### src/hdl/tea_pkg.sv
// Shared types and constants for the TEA block cipher unit.
`default_nettype none

package tea_pkg;

    // Word and field widths.
    localparam int WORD_W   = 32;
    localparam int ROUND_W  = 8;
    localparam int CNT_W    = ROUND_W + 1;
    localparam int CFG_AW   = 5;
    localparam int CFG_DW   = 32;

    // Key schedule constant and register reset values.
    localparam logic [WORD_W-1:0]  TEA_DELTA    = 32'h9e3779b9;
    localparam logic [ROUND_W-1:0] ROUNDS_RESET = 8'd32;

    // Configuration register indexes (byte address divided by four).
    localparam logic [2:0] REG_KEY0   = 3'd0;
    localparam logic [2:0] REG_KEY1   = 3'd1;
    localparam logic [2:0] REG_KEY2   = 3'd2;
    localparam logic [2:0] REG_KEY3   = 3'd3;
    localparam logic [2:0] REG_ROUNDS = 3'd4;

    // Request opcodes.
    localparam logic OP_ENCRYPT = 1'b0;
    localparam logic OP_DECRYPT = 1'b1;

    // Controller states.
    typedef enum logic [1:0] {
        ST_IDLE,
        ST_RUN,
        ST_WAIT
    } t_state;

    // The four key words as one bundle.
    typedef struct packed {
        logic [WORD_W-1:0] k3;
        logic [WORD_W-1:0] k2;
        logic [WORD_W-1:0] k1;
        logic [WORD_W-1:0] k0;
    } t_key;

    // Commands from the controller to the datapath.
    typedef struct packed {
        logic load;      // capture a new request and seed the running sum
        logic step;      // apply one half-round
        logic phase_b;   // second half-round of the current cycle
        logic out_load;  // move the finished block into the output register
    } t_dp_cmd;

endpackage : tea_pkg

`default_nettype wire

### src/hdl/tea_regs.sv
// Configuration registers of the TEA unit behind an APB-style port.
`default_nettype none

module tea_regs
    import tea_pkg::*;
(
    input  wire logic                i_clk,
    input  wire logic                i_rst_n,
    input  wire logic                psel,
    input  wire logic                penable,
    input  wire logic                pwrite,
    input  wire logic [CFG_AW-1:0]   paddr,
    input  wire logic [CFG_DW-1:0]   pwdata,
    output logic      [CFG_DW-1:0]   prdata,
    output logic                     pready,
    output t_key                     o_key,
    output logic      [ROUND_W-1:0]  o_round_count
);

    t_key               r_key;
    logic [ROUND_W-1:0] r_rounds;
    logic [2:0]         w_index;
    logic               w_write;

    assign w_index = paddr[4:2];
    assign w_write = psel && penable && pwrite;
    assign pready  = 1'b1;

    // Register writes; indexes past the list are ignored.
    always_ff @(posedge i_clk) begin
        if (!i_rst_n) begin
            r_key    <= '0;
            r_rounds <= ROUNDS_RESET;
        end else if (w_write) begin
            case (w_index)
                REG_KEY0:   r_key.k0 <= pwdata;
                REG_KEY1:   r_key.k1 <= pwdata;
                REG_KEY2:   r_key.k2 <= pwdata;
                REG_KEY3:   r_key.k3 <= pwdata;
                REG_ROUNDS: r_rounds <= pwdata[ROUND_W-1:0];
                default:    ;
            endcase
        end
    end

    // Read back.
    always_comb begin
        case (w_index)
            REG_KEY0:   prdata = r_key.k0;
            REG_KEY1:   prdata = r_key.k1;
            REG_KEY2:   prdata = r_key.k2;
            REG_KEY3:   prdata = r_key.k3;
            REG_ROUNDS: prdata = {{(CFG_DW-ROUND_W){1'b0}}, r_rounds};
            default:    prdata = '0;
        endcase
    end

    assign o_key         = r_key;
    assign o_round_count = r_rounds;

endmodule : tea_regs

`default_nettype wire

### src/hdl/tea_dp.sv
// Datapath of the TEA unit: block words, running sum, half-round logic, output register.
`default_nettype none

module tea_dp
    import tea_pkg::*;
(
    input  wire logic                i_clk,
    input  wire t_dp_cmd             i_cmd,
    input  wire t_key                i_key,
    input  wire logic [ROUND_W-1:0]  i_round_count,
    input  wire logic                i_opcode,
    input  wire logic [WORD_W-1:0]   i_left_word,
    input  wire logic [WORD_W-1:0]   i_right_word,
    output logic      [WORD_W-1:0]   o_left_result,
    output logic      [WORD_W-1:0]   o_right_result
);

    logic [WORD_W-1:0] r_v0, r_v1, r_sum;
    logic              r_dec;
    logic [WORD_W-1:0] r_out0, r_out1;

    logic              w_sel;
    logic [WORD_W-1:0] w_x, w_target, w_ka, w_kb, w_mix, w_upd;
    logic [WORD_W-1:0] w_dec_sum;

    // Decryption seeds the sum with delta times the cycle count, modulo 2^32.
    assign w_dec_sum = TEA_DELTA * {{(WORD_W-ROUND_W){1'b0}}, i_round_count};

    // The half-round in use: the low key pair updates v0 from v1, the high pair v1 from v0.
    // Decryption runs the half-rounds in reverse order.
    assign w_sel    = i_cmd.phase_b ^ r_dec;
    assign w_x      = w_sel ? r_v0 : r_v1;
    assign w_target = w_sel ? r_v1 : r_v0;
    assign w_ka     = w_sel ? i_key.k2 : i_key.k0;
    assign w_kb     = w_sel ? i_key.k3 : i_key.k1;

    assign w_mix = ((w_x << 4) + w_ka) ^ (w_x + r_sum) ^ ((w_x >> 5) + w_kb);
    assign w_upd = r_dec ? (w_target - w_mix) : (w_target + w_mix);

    // Block words and running sum.
    always_ff @(posedge i_clk) begin
        if (i_cmd.load) begin
            r_v0  <= i_left_word;
            r_v1  <= i_right_word;
            r_dec <= i_opcode;
            r_sum <= (i_opcode == OP_DECRYPT) ? w_dec_sum : TEA_DELTA;
        end else if (i_cmd.step) begin
            if (w_sel) begin
                r_v1 <= w_upd;
            end else begin
                r_v0 <= w_upd;
            end
            // The sum moves on after the second half-round of each cycle.
            if (i_cmd.phase_b) begin
                r_sum <= r_dec ? (r_sum - TEA_DELTA) : (r_sum + TEA_DELTA);
            end
        end
    end

    // Output register, so a new request can run while a result waits.
    always_ff @(posedge i_clk) begin
        if (i_cmd.out_load) begin
            r_out0 <= r_v0;
            r_out1 <= r_v1;
        end
    end

    assign o_left_result  = r_out0;
    assign o_right_result = r_out1;

endmodule : tea_dp

`default_nettype wire

### src/hdl/tea_ctrl.sv
// Controller of the TEA unit: request handshake, half-round counter, output valid.
`default_nettype none

module tea_ctrl
    import tea_pkg::*;
(
    input  wire logic                i_clk,
    input  wire logic                i_rst_n,
    input  wire logic                i_in_valid,
    output logic                     o_in_ready,
    output logic                     o_out_valid,
    input  wire logic                i_out_ready,
    input  wire logic [ROUND_W-1:0]  i_round_count,
    output t_dp_cmd                  o_cmd
);

    t_state           r_state, n_state;
    logic [CNT_W-1:0] r_cnt, n_cnt;
    logic             r_out_valid, n_out_valid;
    logic             w_accept, w_slot_free, w_last;

    assign w_accept    = (r_state == ST_IDLE) && i_in_valid;
    assign w_slot_free = !r_out_valid || i_out_ready;
    assign w_last      = (r_cnt == CNT_W'(1));

    // Next state.
    always_comb begin
        n_state = r_state;
        case (r_state)
            ST_IDLE: begin
                if (i_in_valid) begin
                    n_state = (i_round_count == '0) ? ST_WAIT : ST_RUN;
                end
            end
            ST_RUN: begin
                if (w_last) begin
                    n_state = ST_WAIT;
                end
            end
            ST_WAIT: begin
                if (w_slot_free) begin
                    n_state = ST_IDLE;
                end
            end
            default: n_state = ST_IDLE;
        endcase
    end

    // Outputs and datapath commands.
    always_comb begin
        o_in_ready       = 1'b0;
        o_cmd            = '0;
        o_cmd.phase_b    = r_cnt[0];
        case (r_state)
            ST_IDLE: begin
                o_in_ready = 1'b1;
                o_cmd.load = i_in_valid;
            end
            ST_RUN: begin
                o_cmd.step = 1'b1;
            end
            ST_WAIT: begin
                o_cmd.out_load = w_slot_free;
            end
            default: ;
        endcase
    end

    // Half-round counter: two per TEA cycle, counting down.
    always_comb begin
        n_cnt = r_cnt;
        if (w_accept) begin
            n_cnt = {i_round_count, 1'b0};
        end else if (r_state == ST_RUN) begin
            n_cnt = r_cnt - CNT_W'(1);
        end
    end

    // Output valid flag.
    always_comb begin
        n_out_valid = r_out_valid;
        if (o_cmd.out_load) begin
            n_out_valid = 1'b1;
        end else if (i_out_ready) begin
            n_out_valid = 1'b0;
        end
    end

    always_ff @(posedge i_clk) begin
        if (!i_rst_n) begin
            r_state     <= ST_IDLE;
            r_cnt       <= '0;
            r_out_valid <= 1'b0;
        end else begin
            r_state     <= n_state;
            r_cnt       <= n_cnt;
            r_out_valid <= n_out_valid;
        end
    end

    assign o_out_valid = r_out_valid;

endmodule : tea_ctrl

`default_nettype wire

### src/hdl/tea_block_cipher_unit.sv
// Top level of the TEA block cipher unit.
//
// Requests arrive on the s_axis channel: tdata carries the two block words and
// tuser the opcode (0 encrypt, 1 decrypt). Results leave on the m_axis channel
// with the two processed words in tdata. Keys and the cycle count sit in the
// APB registers; the user writes them only while the unit is idle, which the
// unit does not enforce. One request is in work at a time. Each TEA cycle is
// two half-rounds, run one after the other through the shared add/xor unit.
// After the last half-round the block moves into the output register, which
// raises m_axis_tvalid, and the unit returns to idle to accept the next request.
// A count of zero passes the block through unchanged into the output register.
// The output register holds one result, so a new request is taken and worked
// on while the receiver stalls; the unit then waits with the next finished
// block until the output register frees up.
// Reset clears the keys to zero, sets the cycle count to 32 and leaves no
// result pending.
`default_nettype none

module tea_block_cipher_unit
    import tea_pkg::*;
(
    input  wire logic                i_clk,
    input  wire logic                i_rst_n,
    // Request channel.
    input  wire logic                s_axis_tvalid,
    output logic                     s_axis_tready,
    input  wire logic [63:0]         s_axis_tdata,   // [31:0] left_word, [63:32] right_word
    input  wire logic                s_axis_tuser,   // [0] opcode
    // Result channel.
    output logic                     m_axis_tvalid,
    input  wire logic                m_axis_tready,
    output logic      [63:0]         m_axis_tdata,   // [31:0] left_result, [63:32] right_result
    // Configuration port.
    input  wire logic                psel,
    input  wire logic                penable,
    input  wire logic                pwrite,
    input  wire logic [CFG_AW-1:0]   paddr,
    input  wire logic [CFG_DW-1:0]   pwdata,
    output logic      [CFG_DW-1:0]   prdata,
    output logic                     pready
);

    t_key               w_key;
    logic [ROUND_W-1:0] w_round_count;
    t_dp_cmd            w_cmd;
    logic [WORD_W-1:0]  w_left_result, w_right_result;

    tea_regs u_regs (
        .i_clk         (i_clk),
        .i_rst_n       (i_rst_n),
        .psel          (psel),
        .penable       (penable),
        .pwrite        (pwrite),
        .paddr         (paddr),
        .pwdata        (pwdata),
        .prdata        (prdata),
        .pready        (pready),
        .o_key         (w_key),
        .o_round_count (w_round_count)
    );

    tea_ctrl u_ctrl (
        .i_clk         (i_clk),
        .i_rst_n       (i_rst_n),
        .i_in_valid    (s_axis_tvalid),
        .o_in_ready    (s_axis_tready),
        .o_out_valid   (m_axis_tvalid),
        .i_out_ready   (m_axis_tready),
        .i_round_count (w_round_count),
        .o_cmd         (w_cmd)
    );

    tea_dp u_dp (
        .i_clk          (i_clk),
        .i_cmd          (w_cmd),
        .i_key          (w_key),
        .i_round_count  (w_round_count),
        .i_opcode       (s_axis_tuser),
        .i_left_word    (s_axis_tdata[31:0]),
        .i_right_word   (s_axis_tdata[63:32]),
        .o_left_result  (w_left_result),
        .o_right_result (w_right_result)
    );

    assign m_axis_tdata = {w_right_result, w_left_result};

endmodule : tea_block_cipher_unit

`default_nettype wire

### config.mk
export PLATFORM = sky130hd
export DESIGN_NAME = tea_block_cipher_unit
export DESIGN_NICKNAME = d
export VERILOG_FILES = /design/src/hdl/tea_pkg.sv /design/src/hdl/tea_regs.sv /design/src/hdl/tea_dp.sv /design/src/hdl/tea_ctrl.sv /design/src/hdl/tea_block_cipher_unit.sv
export SDC_FILE = /design/constraint.sdc
export NUM_CORES = 1
export LEC_CHECK = 0
export ABC_AREA = 1
export BUFFER_PORTS_ARGS = -buffer_cell sky130_fd_sc_hd__buf_2
export CAP_MARGIN = 0
export CORE_MARGIN = 5
export CORE_UTILIZATION = 50
export DETAILED_ROUTE_END_ITERATION = 8
export HOLD_SLACK_MARGIN = 0.08
export PLACE_DENSITY = 0.83
export SLEW_MARGIN = 15
export SYNTH_ARGS = -nofsm -noshare
export SYNTH_HDL_FRONTEND = slang
export SYNTH_SLANG_ARGS = --single-unit
### constraint.sdc
create_clock -name i_clk -period 5.8 [get_ports i_clk]
set_clock_uncertainty 0.05 [all_clocks]
set_input_delay 1.16 -clock i_clk [delete_from_list [all_inputs] [get_ports i_clk]]
set_output_delay 1.16 -clock i_clk [all_outputs]
set_load 0.01 [all_outputs]
== Word-level counts from Yosys, hierarchy flattened ==
Cells that the tools add are included.
Widths: inputs -> output; s select.

* Equal/unequal tests: 11
* Divide/modulo/power cells: 0
* Add/subtract/negate cells: 8
* Shift-type cells: 0
* Order comparisons: 0
* Multipliers: 1
* Reductions and logical operators: 23
* Multiplexer cells: 30
* Bitwise operators: 4

{| class="wikitable"
|+ Operators with widths
! kind !! count
|-
| $mux 32 || 16
|-
| $pmux 32 s5 || 1
|-
| $add 32x32->32 || 3
|-
| $xor 32x32->32 || 2
|-
| $add 27x32->32 || 1
|-
| $add 32x32->32 const B || 1
|-
| $mul 32x8->32 const A || 1
|-
| $sub 32x32->32 || 1
|-
| $sub 32x32->32 const B || 1
|-
| $mux 9 || 2
|-
| $reduce_and 2->1 || 8
|-
| $reduce_bool 2->1 || 5
|-
| $eq 9x1->1 const B || 1
|-
| $sub 9x1->9 const B || 1
|-
| $logic_not 8->1 || 1
|-
| $mux 2 || 4
|-
| $eq 3x2->1 const B || 2
|-
| $mux 1 || 6
|-
| $pmux 2 s3 || 1
|-
| $ne 2x1->1 const B || 2
|-
| $ne 2x2->1 const B || 2
|-
| $eq 3x1->1 const B || 1
|-
| $eq 3x3->1 const B || 1
|-
| $logic_and 1x1->1 || 3
|-
| other kinds (10) || 10
|}

* Latch bits: 0
* Memories kept: 0
* Register bits after elaboration: 309
* Bits in writable memories: 0
* Bits in read-only memories: 0
* Logic and storage cells: 92

== Longest topological paths before layout ==
* Depth after elaboration: 10
* Mapped depth: 48

== Hierarchy ==
Synthesis repeated with hierarchy kept, for this count alone.

* Cell total of the unflattened synthesis: 4391
* Area total of the unflattened synthesis: 28673.8 um2

{| class="wikitable"
|+ Modules (own cells, without submodules)
! module !! area an instance (um2) !! instances !! cells each !! seq. area each (um2)
|-
| tea_dp || 21174.1 || 1 || 3187 || 4834.6
|-
| tea_regs || 6703.9 || 1 || 1077 || 2722.6
|-
| tea_ctrl || 795.8 || 1 || 127 || 240.2
|}

== Least setup slack after synthesis ==
Ideal clock, no wire load.

* Path type: reg2reg
* From: register u_dp.r_dec
* To: register u_dp.r_v0[31] (data pin)
* Clock period less this slack: 6.311 ns
* Setup time: 0.253 ns
* Stages on the path, launching flop included: 46
* Setup slack: -0.511 ns
* Arrival: 6.008 ns
* Path through: edfxtp_1 > buf_4 > nand2_2 > nand2_2 > buf_6 > clkbuf_1 > clkbuf_1 > clkbuf_1 > nand2_1 > o21ai_0 > ha_1 > fa_1 > or2_2 > nand2_1 > inv_1 > nand3_1 > nand2_1 > nand2_1 > [... 10 more ...] > nand2_2 > nand2_2 > nand2_1 > xor2_1 > inv_1 > ha_1 > nand2_1 > nor2_1 > nand2_1 > inv_1 > a2111oi_0 > nand2_1 > inv_1 > nand3_1 > nand2_1 > nand3_2 > nand3_2 > nand2_1

* Longest elaborated chain between the ends: 10

{| class="wikitable"
|+ RTL lines
! what !! line !! text
|-
| start: declaration || tea_dp.sv:19 || <nowiki>logic r_dec;</nowiki>
|-
| start signal: assignment || tea_dp.sv:45 || <nowiki>r_dec <= i_opcode;</nowiki>
|-
| $xor 1x1->1 || tea_dp.sv:31 || <nowiki>assign w_sel = i_cmd.phase_b ^ r_dec;</nowiki>
|-
| $mux 32 (on tied branches) || tea_dp.sv:34, tea_dp.sv:32 ||
|-
| $add 32x32->32 || tea_dp.sv:37 || <nowiki>assign w_mix = ((w_x << 4) + w_ka) ^ (w_x + r_sum) ^ ((w_x >> 5) + w_kb);</nowiki>
|-
| $xor 32x32->32 (2 in series) || tea_dp.sv:37 ||
|-
| $add 32x32->32 / $sub 32x32->32 (equally long branches) || tea_dp.sv:38 || <nowiki>assign w_upd = r_dec ? (w_target - w_mix) : (w_target + w_mix);</nowiki>
|-
| $mux 32 (*) || tea_dp.sv:38 ||
|-
| $mux 32 (*) || tea_dp.sv:48 || <nowiki>if (w_sel) begin</nowiki>
|-
| $mux 32 (*) || tea_dp.sv:47 || <nowiki>end else if (i_cmd.step) begin</nowiki>
|-
| $mux 32 (*) || tea_dp.sv:42 || <nowiki>if (i_cmd.load) begin</nowiki>
|-
| end signal: assignment || tea_dp.sv:43 || <nowiki>r_v0 <= i_left_word;</nowiki>
|-
| end signal: assignment || tea_dp.sv:51 || <nowiki>r_v0 <= w_upd;</nowiki>
|-
| end: declaration || tea_dp.sv:18 || <nowiki>logic [WORD_W-1:0] r_v0, r_v1, r_sum;</nowiki>
|}

Mark *: on every way between the ends. The rest lies on a longest branch, timed or not. The select of a mux whose other input is x is not followed.
A chain may end at the register's enable or synchronous reset.

== Worst setup path after layout ==
* From: register u_dp.r_dec
* To: register u_dp.r_v1[28] (data pin)

* Longest elaborated chain between the ends: 10

{| class="wikitable"
|+ RTL lines
! what !! line !! text
|-
| $xor 1x1->1 || tea_dp.sv:31 ||
|-
| $mux 32 (on tied branches) || tea_dp.sv:34, tea_dp.sv:32 ||
|-
| $add 32x32->32 || tea_dp.sv:37 ||
|-
| $xor 32x32->32 (2 in series) || tea_dp.sv:37 ||
|-
| $add 32x32->32 / $sub 32x32->32 (equally long branches) || tea_dp.sv:38 ||
|-
| $mux 32 (*) || tea_dp.sv:38 ||
|-
| $mux 32 (*) || tea_dp.sv:48 ||
|-
| $mux 32 (*) || tea_dp.sv:47 ||
|-
| $mux 32 (*) || tea_dp.sv:42 ||
|-
| end signal: assignment || tea_dp.sv:44 || <nowiki>r_v1 <= i_right_word;</nowiki>
|-
| end signal: assignment || tea_dp.sv:49 || <nowiki>r_v1 <= w_upd;</nowiki>
|-
| end: declaration || tea_dp.sv:18 ||
|}

Marks and branches as above.

==> qor.csv <==
metric,value,unit
share of layout cells above drive strength 1,28.39,%
Synth warnings,0,
PnR worst setup slack,-403.6,ps
Worst Path Required,6050,ps
overflow left after global routing,0,
first-pass GRT wire length,156200,µm
fraction of synthesized cell area taken by the top area cell type,17.82,%
cell area after placement,33100,µm²
clock latency on the worst-skew pair,560,ps
average instance area after synthesis,6.920,µm²
cell row count,85,
type of destination of the critical path,register,
register area share after synthesis,28.75,%
initial antenna violation count,1,
IO Port Bufs,204,
unrepaired setup endpoints after global routing,true,
H-Tree Depth,2,
Worst-Margin Slew,1177,ps
Crit Path Category,reg2reg,
number of global-route vias before repair,29260,
Clock Pin Slew Worst Setup and Hold Paths,60,ps
"buffers from clock root to sink, at most",3,
Syn Std Cell Area,27130,µm²
1st-pass router iterations,6,
Async SR Flop Fraction,0,%
DRC violations left,0,
Post-Route WL,107400,µm
Rel. slew slack,21.22,%
Fin Setup TNS,-3289,ps
drt wl/cell,19.83,µm
number of hold violations in the final report,0,
via count of the routed design,31060,
initial cell density of the core,50.41,%
minimum hold slack,400.4,ps
Arrival @ worst endpoint,6450,ps
clock tree from TritonCTS,built,
post-route minimum period,6204,ps
Final #Nets,5088,
fin util,68.51,%
antenna-violating nets left,0,
"leading cell type in the layout, fill and taps excluded",nand2_1,
Tcrit/Tclk final,107.0,%
Most used DFF post-synth,edfxtp_1,
worst hold-check path type,reg2reg,
area of the placeable core,53810,µm²
final setup fails,18,
violations in the final reports,negative setup slack,
CTS hold repair buffers,0,
Cell variety after synth,62,
clk sink count,309,
number of nets in the synthesized netlist,4316,
largest driver fanout on the critical path,8,
leading area contributor after synthesis,edfxtp_1,
run status,"finished, violations left",
Critical Path Start Type,register,
number of synthesized register bits,309,
largest net degree at the start of global routing,99,
die area,59010,µm²
Syn Inst Count,3920,
max-capacitance violation count,0,
Via density,5.736,
clock root cell,clkbuf_16,
synthesis-to-layout area growth,35.91,%
Detail Placement HPWL,79240,µm
Highest Clock Rate,161.2,MHz
Synth area leaders,"edfxtp_1 (18%), nand2_1 (14%), dfxtp_1 (11%)",
post-layout instance area,36870,µm²
most frequent cell on the critical path,nand2_1,
die height,242.9,µm
I/O pin cnt,208,
overall fraction of global-route tracks in use,33.13,%
highest-count cells in the layout ignoring fill and taps,"nand2_1 (891), buf_4 (604), inv_1 (486), nor2_1 (349), o21ai_0 (341)",
largest incremental delay on the critical path,460,ps
master of the slowest instance on the critical path,edfxtp_1,
final weighted congestion of routability-driven global placement,1.040,
floorplan die width,242.9,µm
number of buffers inserted during clock tree synthesis,34,
number of enable-type register cells in the synthesized netlist,161,
First DRT Iteration DRCs,3209,
Slew Limit Fails,0,
-- area by class of cell --
class / count / area [µm²]
fillers: 4193 / 16950
clock buffers: 50 / 1036
inverters: 508 / 1907
diodes: 3 / 7.507
multi-input cells: 3000 / 19100
flip-flops and latches: 309 / 7800
well taps: 696 / 870.8
repair buffers: 839 / 6018
clock inverters: 10 / 123.9
-- cells in the mapped netlist, drive strengths merged, types with 4 or more instances --
| master | number |
|---|---|
| o21a | 6 |
| a21oi | 295 |
| a22oi | 7 |
| a21boi | 10 |
| nand4 | 43 |
| clkbuf | 90 |
| a31oi | 32 |
| fa | 67 |
| xor2 | 56 |
| nor3 | 23 |
| o21bai | 12 |
| inv | 505 |
| nand3b | 16 |
| o21ai | 419 |
| buf | 13 |
| dfxtp | 148 |
| xnor2 | 61 |
| nand3 | 195 |
| a221oi | 31 |
| o22ai | 5 |
| edfxtp | 161 |
| nor2 | 409 |
| nand2 | 1017 |
| o211ai | 6 |
| or2 | 20 |
| o221ai | 6 |
| ha | 220 |
| a211oi | 4 |
| a21o | 12 |
| nor4 | 7 |
-- flip-flops by register name, indices dropped and copies added, names as in the netlist --
| signal | count |
|---|---|
| u_ctrl.o_out_valid | 1 |
| u_ctrl.r_state | 2 |
| u_dp.r_v0 | 32 |
| u_dp.r_v1 | 32 |
| u_regs.o_key | 128 |
| u_dp.r_sum | 32 |
| u_dp.r_dec | 1 |
| u_dp.o_right_result | 32 |
| u_regs.o_round_count | 8 |
| u_dp.o_left_result | 32 |
| u_ctrl.r_cnt | 9 |
-- final timing paths --
| path | from | end | slack [ps] | depth (start not counted) |
|---|---|---|---|---|
| worst max-delay path | u_dp.r_dec | u_dp.r_v1[28] | -400 | 40 |
| worst min-delay path | u_dp.r_v1[21] | u_dp.o_right_result[21] | 400 | 0 |
| worst max register to register | u_dp.r_dec | u_dp.r_v1[28] | -400 | 40 |
| worst min register to register | u_dp.r_v1[21] | u_dp.o_right_result[21] | 400 | 0 |
-- routing by layer --
layer	global-route usage, %	wire length (µm)	up-vias
li1	-	-	14580
met1	39.82	39470	14310
met2	55.24	49390	1680
met3	4.565	8508	491
met4	22.55	10030	0
met5	0	0	-
-- critical path: cells and delay by family (launching register included) --
kind | cells | cell delay (ps)
AOI/OAI and AO/OA | 6 | 920
and+or+nand+nor | 22 | 2540
xor gates and xnor gates | 1 | 100
adders and majority gates | 2 | 560
buffers and inverters | 9 | 1280
DFF | 1 | 460
-- metrics by stage --
stage	instances	setup slack, ps
2_1_floorplan	3920	-90.55
3_3_place_gp	5291	-426.8
3_5_place_dp	5291	-559.7
4_1_cts	5373	0.5533
5_1_grt	5412	-734.8
6_report	5415	-403.6
-- cell families after synthesis --
logic type / count (synthesis) / share of synthesized area [%]
AOI/OAI and AO/OA: 858 / 17.29
xor gates and xnor gates: 117 / 3.778
adders and majority gates: 287 / 15.09
buffers and inverters: 611 / 8.556
DFF: 309 / 28.75
other: 1 / 0.01382
and+or+nand+nor: 1737 / 26.52
-- repair_timing --
| action | 4_1_cts | 5_1_grt |
|---|---|---|
| setup endpoints to repair | 30 | 39 |
| cloned | 1 | 2 |
| pin swaps | 74 | 106 |
| setup buffers | 21 | 37 |
| gates resized for setup | 170 | 358 |
Power is not shown: default switching activity piles up to over one toggle a cycle in this logic, so the estimate is an artifact.
